==> src/hdl/pac_pkg.sv <==
// Shared types, constants and helpers for the pointer acceleration block.
// No dependencies; imported by pac_datapath, pac_ctrl, the top and the testbench.
package pac_pkg;

    localparam int CFG_IDX_W  = 8;
    localparam int CFG_DATA_W = 32;

    // register indexes
    localparam logic [CFG_IDX_W-1:0] CFG_GROUP_THR = 8'd0;
    localparam logic [CFG_IDX_W-1:0] CFG_CLEAR_THR = 8'd1;
    localparam logic [CFG_IDX_W-1:0] CFG_RATE_GAIN = 8'd2;
    localparam logic [CFG_IDX_W-1:0] CFG_COEF_A    = 8'd3;
    localparam logic [CFG_IDX_W-1:0] CFG_COEF_B    = 8'd4;
    localparam logic [CFG_IDX_W-1:0] CFG_COEF_C    = 8'd5;
    localparam logic [CFG_IDX_W-1:0] CFG_CEILING   = 8'd6;
    localparam logic [CFG_IDX_W-1:0] CFG_FLOOR     = 8'd7;

    // register reset values
    localparam logic [15:0] RST_GROUP_THR = 16'd100;
    localparam logic [15:0] RST_CLEAR_THR = 16'd500;
    localparam logic [15:0] RST_RATE_GAIN = 16'd256;
    localparam logic [31:0] RST_COEF_A    = 32'h0000_0000;
    localparam logic [31:0] RST_COEF_B    = 32'h0000_0000;
    localparam logic [31:0] RST_COEF_C    = 32'h0001_0000;
    localparam logic [31:0] RST_CEILING   = 32'hFFFF_FFFF;
    localparam logic [31:0] RST_FLOOR     = 32'hFFFF_FFFF;

    localparam logic [31:0] ONE_Q16  = 32'h0001_0000;
    localparam logic [47:0] SAT_POS  = 48'h7FFF_FFFF_FFFF;
    localparam logic [47:0] SAT_NEG  = 48'h8000_0000_0000;
    localparam logic [79:0] MAG_POS  = 80'h7FFF_FFFF_FFFF;
    localparam logic [79:0] MAG_NEG  = 80'h8000_0000_0000;

    typedef enum logic [3:0] {
        S_IDLE,
        S_STORE,
        S_WALK_RD,
        S_WALK_ACC,
        S_DIV_INIT,
        S_DIV,
        S_MUL_LO,
        S_MUL_HI,
        S_MUL_FIN,
        S_SUM,
        S_OUT
    } t_state;

    typedef enum logic [3:0] {
        M_DT,
        M_T2,
        M_A,
        M_B,
        M_CRV,
        M_GX,
        M_GY,
        M_OX,
        M_OY
    } t_mul_sel;

    typedef struct packed {
        logic     load;
        logic     store;
        logic     walk;
        logic     div_start;
        logic     div_step;
        logic     mul_lo;
        logic     mul_hi;
        logic     mul_fin;
        logic     sum;
        logic     out_load;
        t_mul_sel sel;
    } t_cmd;

    typedef struct packed {
        logic walk_stop;
        logic div_done;
        logic out_free;
    } t_sts;

    // signed saturation of a product magnitude to 48 bits
    function automatic logic [47:0] sat48(input logic neg, input logic [79:0] mag);
        logic [47:0] res;
        if (neg) begin
            if (mag > MAG_NEG) res = SAT_NEG;
            else               res = 48'd0 - mag[47:0];
        end else begin
            if (mag > MAG_POS) res = SAT_POS;
            else               res = mag[47:0];
        end
        return res;
    endfunction

endpackage

==> src/hdl/pac_ctrl.sv <==
// Controller FSM: sequences store, history walk, divide and multiply chain.
// Depends on pac_pkg.
module pac_ctrl (
    input  logic          i_clk,
    input  logic          i_rst_n,
    input  logic          i_in_valid,
    output logic          o_in_ready,
    input  pac_pkg::t_sts i_sts,
    output pac_pkg::t_cmd o_cmd
);
    import pac_pkg::*;

    t_state   r_state, n_state;
    t_mul_sel r_sel, n_sel;

    function automatic t_mul_sel next_sel(input t_mul_sel s);
        t_mul_sel res;
        case (s)
            M_DT:    res = M_T2;
            M_T2:    res = M_A;
            M_A:     res = M_B;
            M_B:     res = M_CRV;
            M_CRV:   res = M_GX;
            M_GX:    res = M_GY;
            M_GY:    res = M_OX;
            M_OX:    res = M_OY;
            default: res = M_DT;
        endcase
        return res;
    endfunction

    always_ff @(posedge i_clk) begin
        if (!i_rst_n) begin
            r_state <= S_IDLE;
            r_sel   <= M_DT;
        end else begin
            r_state <= n_state;
            r_sel   <= n_sel;
        end
    end

    // next state
    always_comb begin
        n_state = r_state;
        n_sel   = r_sel;
        case (r_state)
            S_IDLE:     if (i_in_valid) n_state = S_STORE;
            S_STORE:    n_state = S_WALK_RD;
            S_WALK_RD:  n_state = S_WALK_ACC;
            S_WALK_ACC: n_state = i_sts.walk_stop ? S_DIV_INIT : S_WALK_RD;
            S_DIV_INIT: n_state = S_DIV;
            S_DIV: begin
                if (i_sts.div_done) begin
                    n_state = S_MUL_LO;
                    n_sel   = M_DT;
                end
            end
            S_MUL_LO:   n_state = S_MUL_HI;
            S_MUL_HI:   n_state = S_MUL_FIN;
            S_MUL_FIN: begin
                if (r_sel == M_B) begin
                    n_state = S_SUM;
                end else if (r_sel == M_OY) begin
                    n_state = S_OUT;
                end else begin
                    n_state = S_MUL_LO;
                    n_sel   = next_sel(r_sel);
                end
            end
            S_SUM: begin
                n_state = S_MUL_LO;
                n_sel   = M_CRV;
            end
            S_OUT:      if (i_sts.out_free) n_state = S_IDLE;
            default:    n_state = S_IDLE;
        endcase
    end

    // outputs
    always_comb begin
        o_cmd      = '0;
        o_cmd.sel  = r_sel;
        o_in_ready = 1'b0;
        case (r_state)
            S_IDLE: begin
                o_in_ready = 1'b1;
                o_cmd.load = i_in_valid;
            end
            S_STORE:    o_cmd.store     = 1'b1;
            S_WALK_ACC: o_cmd.walk      = 1'b1;
            S_DIV_INIT: o_cmd.div_start = 1'b1;
            S_DIV:      o_cmd.div_step  = !i_sts.div_done;
            S_MUL_LO:   o_cmd.mul_lo    = 1'b1;
            S_MUL_HI:   o_cmd.mul_hi    = 1'b1;
            S_MUL_FIN:  o_cmd.mul_fin   = 1'b1;
            S_SUM:      o_cmd.sum       = 1'b1;
            S_OUT:      o_cmd.out_load  = i_sts.out_free;
            default: ;
        endcase
    end
endmodule

==> config.mk <==
export PLATFORM = sky130hd
export DESIGN_NAME = pac_ctrl
export DESIGN_NICKNAME = d
export VERILOG_FILES = /design/src/hdl/pac_pkg.sv /design/src/hdl/pac_ctrl.sv
export SDC_FILE = /design/constraint.sdc
export NUM_CORES = 1
export LEC_CHECK = 0
export BUFFER_PORTS_ARGS = -buffer_cell sky130_fd_sc_hd__buf_2
export CORE_MARGIN = 5
export CORE_UTILIZATION = 45
export DETAILED_ROUTE_END_ITERATION = 8
export PLACE_DENSITY = 0.8
export SYNTH_ARGS = -nofsm -noshare
export SYNTH_HDL_FRONTEND = slang
export SYNTH_SLANG_ARGS = --single-unit
==> constraint.sdc <==
create_clock -name i_clk -period 7.4 [get_ports i_clk]
set_clock_uncertainty 0.2 [all_clocks]
set_input_delay 0.37 -clock i_clk [delete_from_list [all_inputs] [get_ports i_clk]]
set_output_delay 0.37 -clock i_clk [all_outputs]
set_load 0.02 [all_outputs]
==> flow_metrics.tcl, run 1 <==
set metrics [dict create \
    drcViolationCount 0 \
    grt_overflow 0 \
    detail-route-antenna-nets 0 \
    finalSetupTns_ns 0 \
    cp_top_family "simple AND/OR/NAND/NOR gates" \
    cts.clk_slew.worst_paths_ns 0.07 \
    cap_violations 0 \
    netlist_area_um2 741 \
    fp.dieArea_mm2 0.00256 \
    max_freq_ghz 0.373 \
    seq_area_frac_synth 0.324 \
    clkPwrFrac 0.332 \
    crit_path_end_kind "register" \
    dr.pass1.iters 4 \
    r2r_cells 7 \
    synth_nets 100 \
    wire_per_inst_um 13.3 \
    die_h_um 50.6 \
    clock_path_buffers 2 \
    ctsRootBufferMaster "clkbuf_4" \
    slowest_stage "dfxtp_1" \
    outcome "complete, no violations" \
    grt_pass1_vias 631 \
    p_seq_frac 0.487 \
    hpwl_mm 1.30 \
    fin_hold_ws_ns 0.201 \
    place_area_um2 831 \
    cp_cell_sequence "inv_2 > or4_4 > o21ai_4 > mux2i_1 > nor2b_1 > ha_1 > a221oi_2" \
    grt_max_degree 17 \
    crit_fanout 16 \
    grt.total_usage 0.135 \
    num-fill-cells 156 \
    r2r_slack_ns 4.72 \
    powerDensity_mw_per_mm2 178 \
    combPwrFrac 0.180 \
    ys_ff_latch 12 \
    drive_above_1_share 0.261 \
    min_period_ns 2.68 \
    worstMarginPinSlew_ns 0.549 \
    critPathRequiredTime_ns 7.39 \
    netlist-cell-type-count 33 \
    final_design_area_no_fill_um2 867 \
    max-vdd-ir-drop_v 0.000104 \
    synth_area_per_cell_um2 7.96 \
    holdCritPathClass "in -> reg" \
    critPathLaunchType "register" \
    drt-initial-drc-count 7 \
    intPower_uw 109 \
    crit_type "reg -> reg" \
    critPathMaxStageDelay_ns 0.64 \
    syn_inst 93 \
    setup_violations 0 \
    synth.area.top_cells "dfxtp_1 (32%), nor2_1 (4.6%), nor2b_1 (4.2%), nor3_1 (4.1%), nand2_1 (4.1%)" \
    finalCritPeriodShare 0.362 \
    yosysTopAreaCellShare 0.324 \
    slew_violations 0 \
    routabilityCongestion 0.834 \
    antenna_found_initial 0 \
    startpoint "r_state[3]" \
    cts_resized 0 \
    cp_num_buf_inv 1 \
    critPathArrivalTime_ns 2.67 \
    p_sw_uw 45.7 \
    leakagePower_uw 0.000362 \
    fp.dieW_um 50.6 \
    p_sw_frac 0.296 \
    cts-hold-fix-buffers 0 \
    cp_num_cells 7 \
    cts_tree "done" \
    coreArea_mm2 0.00154 \
    yosys_warnings 0 \
    io_buffer_count 20 \
    start_util 0.481 \
    viasPerCell 5.84 \
    area_growth_pct 17.1 \
    dr_total_vias 742 \
    htreeDepth 1 \
    hold_viol_final 0 \
    layout.nets 119 \
    r2r-start "r_state[3]" \
    grt_pass1_wl_mm 2.79 \
    synth_top_cell_by_area "dfxtp_1" \
    rsz0062_at_grt "no" \
    pin_count 21 \
    cts_setup_buffers 0 \
    tritoncts_num_sinks 12 \
    num_antenna_cells 0 \
    clk_latency_ns 0.27 \
    row_count 14 \
    slew_headroom 0.634 \
    wl_mm 1.69 \
    numCtsBuffers 3 \
]
power by group through the flow:
stage               logic [µW]  clock network [µW]  registers, µW
global placement          27.5                   0           76.3
finish                    27.8                51.3           75.2
CTS                       28.0                53.1           75.1
floorplan                 25.0                   0           71.0
global route              30.7                56.6           76.0
detailed placement        27.9                   0           76.7
through the flow:
step                      power, µW  utilization  cells  setup WS, ns
after CTS                       156        0.563    127          4.72
after global routing            163        0.563    127          4.57
after floorplan                96.0            -     93          5.08
final                           154        0.563    127          4.72
after global placement          104        0.539    123          4.84
after detailed placement        105        0.539    123          4.74
per-layer routing:
metal  GRT usage  wire, µm
met1       0.166       796
met3      0.0533       150
met4      0.0553        29
met5           0         0
met2       0.209       713
layout by cell type (no fill, tap or decap), types with 2 or more instances in the layout:
| cell | Yosys | final |
|---|---|---|
| nor3_1 | 6 | 6 |
| o21ai_0 | 3 | 3 |
| nand2b_1 | 4 | 4 |
| inv_1 | 3 | 3 |
| a21oi_1 | 4 | 4 |
| nor2_1 | 9 | 9 |
| buf_2 | 0 | 20 |
| dfxtp_1 | 12 | 12 |
| o2111ai_1 | 3 | 3 |
| and2_1 | 2 | 2 |
| nor2b_1 | 5 | 5 |
| a21boi_0 | 2 | 2 |
| a31oi_1 | 2 | 2 |
| nor4_1 | 3 | 3 |
| clkbuf_4 | 0 | 3 |
| nand2_1 | 8 | 8 |
| nand3_1 | 2 | 2 |
| nand4b_1 | 2 | 2 |
| o21a_1 | 3 | 3 |
layout make-up:
type | count | area (µm²) | share of cell area
Timing Repair Buffer | 20 | 100 | 0.115
Clock buffer | 4 | 36.3 | 0.0418
Inverter | 4 | 15.0 | 0.0173
Multi-Input combinational cell | 71 | 455 | 0.525
Sequential cell | 12 | 240 | 0.277
Tap cell | 16 | 20.0 | 0.0231
Yosys cell counts:
master / number
o22ai_1: 1
nand3_1: 2
a32oi_1: 1
o21ai_4: 1
a21oi_1: 4
nor4_1: 3
nand2b_1: 4
o2111ai_1: 3
a31oi_1: 2
inv_1: 3
nor2_1: 9
ha_1: 1
clkbuf_1: 5
nor4b_1: 1
o311a_1: 1
a21boi_0: 2
nor3_1: 6
a211oi_1: 1
buf_6: 1
mux2i_1: 1
nand4b_1: 2
a221oi_2: 1
and2_1: 2
o21ai_0: 3
nor2b_1: 5
nand2_1: 8
a21boi_1: 1
or4_4: 1
inv_2: 1
a311oi_1: 1
dfxtp_1: 12
nor3b_2: 1
o21a_1: 3
worst min-delay path by stage:
stage | start | end | slack [ns] | cells after the start
after CTS | i_rst_n | register | 0.18 | 2
final | i_rst_n | register | 0.20 | 2
after global placement | register | r_sel[3] | 0.31 | 2
after global routing | i_rst_n | register | 0.21 | 2
after floorplan | register | r_sel[3] | 0.28 | 2
after detailed placement | r_sel[1] | r_sel[1] | 0.33 | 2
logic make-up (layout without fill, tap and decap cells):
| family | count (synthesis) | count (layout) | synth area share |
|---|---|---|---|
| and+or+nand+nor | 44 | 44 | 0.326 |
| AOI/OAI and AO/OA | 25 | 25 | 0.258 |
| DFF | 12 | 12 | 0.324 |
| buffers and inverters | 10 | 28 | 0.0608 |
| adders and majority gates | 1 | 1 | 0.0169 |
| muxes | 1 | 1 | 0.0135 |
No activity file was read; power rests on OpenSTA's default activity.
==> inputs of run 2 (changes only) <==
Settings changed: CORE_UTILIZATION 45 to 44, PLACE_DENSITY 0.8 to 0.81.
Clock period 7.4 ns to 2.35 ns, I/O delays scaled along.
==> flow_metrics.tcl, run 2 (synthesized netlist as in run 1, its figures left out) <==
set metrics [dict create \
    critPathArrivalTime_ns 2.23 \
    io_buffer_count 20 \
    final_common_cell "buf_2" \
    cts_tree "done" \
    cts.clk_slew.worst_paths_ns 0.07 \
    critPathLaunchType "register" \
    ctsRootBufferMaster "clkbuf_4" \
    cts_setup_buffers 0 \
    slew_headroom 0.600 \
    final_design_area_no_fill_um2 913 \
    tritoncts_num_sinks 12 \
    wire_per_inst_um 13.5 \
    critPathMaxStageDelay_ns 0.55 \
    critPathRequiredTime_ns 2.35 \
    place_area_um2 876 \
    finalCritPeriodShare 0.951 \
    powerDensity_mw_per_mm2 507 \
    holdPathStages 3 \
    routabilityCongestion 0.858 \
    min_period_ns 2.24 \
    setup_violations 0 \
    grt_max_degree 16 \
    startpoint "r_state[3]" \
    register_area_um2 241 \
    fp.dieW_um 51.0 \
    crit_path_end_kind "register" \
    htreeDepth 1 \
    num-fill-cells 154 \
    r2r-start "r_state[3]" \
    worstMarginPinSlew_ns 0.599 \
    place_ws_ns 0.0892 \
    row_count 14 \
    slowest_stage "or4_4" \
    cp_cell_sequence "inv_2 > or4_4 > o21ai_4 > mux2i_2 > nor2b_1 > ha_1 > a221oi_2" \
    detail-route-antenna-nets 0 \
    finalWorstSetupSlack_ns 0.114 \
    pin_count 21 \
    leakagePower_uw 0.000384 \
    drive_above_1_share 0.308 \
    wl_mm 1.79 \
    antenna_found_initial 0 \
    max-vdd-ir-drop_v 0.000357 \
    dr.pass1.iters 4 \
    die_h_um 51.0 \
    clk_latency_ns 0.27 \
    max_freq_ghz 0.447 \
    numCtsBuffers 3 \
    holdCritPathClass "in -> reg" \
    coreArea_mm2 0.00156 \
    r2r_cells 7 \
    fp.dieArea_mm2 0.00260 \
    area_growth_pct 23.3 \
    drcViolationCount 0 \
    hpwl_mm 1.36 \
    hold_viol_final 0 \
    slew_violations 0 \
    multi_input_area_um2 459 \
    grt_overflow 0 \
    dr_total_vias 792 \
    clock_path_buffers 2 \
    layout_common_cells "buf_2 (20), dfxtp_1 (11), nor2_1 (9)" \
    rsz0062_at_grt "no" \
    r2r_slack_ns 0.11 \
    crit_fanout 7 \
    finalSetupTns_ns 0 \
    grt_pass1_wl_mm 2.92 \
    grt_pass1_vias 704 \
    num_antenna_cells 0 \
    outcome "complete, no violations" \
    grt.total_usage 0.146 \
    cap_violations 0 \
    start_util 0.475 \
    layout.nets 126 \
    viasPerCell 5.95 \
    drt-initial-drc-count 13 \
    crit_type "reg -> reg" \
]
-- run 2: layer usage --
metal / wire length (µm) / part of all wire / GRT usage
met5: 0 / 0 / 0
met4: 61 / 0.034 / 0.108
met3: 108 / 0.060 / 0.0233
met2: 826 / 0.46 / 0.223
met1: 794 / 0.44 / 0.185
-- run 2: critical path: cells and delay by family (launching register included) --
| kind | cells | cell delay, ns |
|---|---|---|
| adders and majority gates | 1 | 0.21 |
| and+or+nand+nor | 2 | 0.64 |
| muxes | 1 | 0.29 |
| buffers and inverters | 1 | 0.06 |
| DFF | 1 | 0.34 |
| AOI/OAI and AO/OA | 2 | 0.42 |
-- run 2: timing repair --
action | 4_1_cts | 5_1_grt
hold buffers | 1 | 0
gates resized for setup | 0 | 2
setup endpoints to repair | 0 | 1
hold endpoints to repair | 4 | 0
-- run 2: stage by stage --
stage               total power [µW]  hold slack (ns)  instances   util
floorplan                        302            0.116         93      -
global placement                 339            0.226        129  0.562
detailed placement               342            0.219        129  0.562
CTS                              469           0.0245        133  0.583
global route                     488           0.0581        133  0.586
finish                           464           0.0297        133  0.586
-- run 2: final cells by class --
cell class | instances | share of cell area
Inverter | 4 | 0.0164
Clock buffer | 3 | 0.0247
Timing Repair Buffer | 27 | 0.170
Tap cell | 16 | 0.0219
Multi-Input combinational cell | 71 | 0.503
Sequential cell | 12 | 0.264
-- run 2: how the worst min path moves through the flow --
stage	startpoint	end	slack, ns
2_1_floorplan	i_rst_n	register	0.12
3_3_place_gp	i_rst_n	register	0.23
3_5_place_dp	i_rst_n	register	0.22
4_1_cts	i_sts[1]	r_state[0]	0.02
5_1_grt	i_sts[1]	r_state[0]	0.06
6_report	i_sts[1]	r_state[0]	0.03
-- run 2: power breakdown --
group          internal, µW  total, µW  switching, µW
clock                  59.4        126           66.2
sequential              211        216           4.98
combinational          48.1        122           74.1
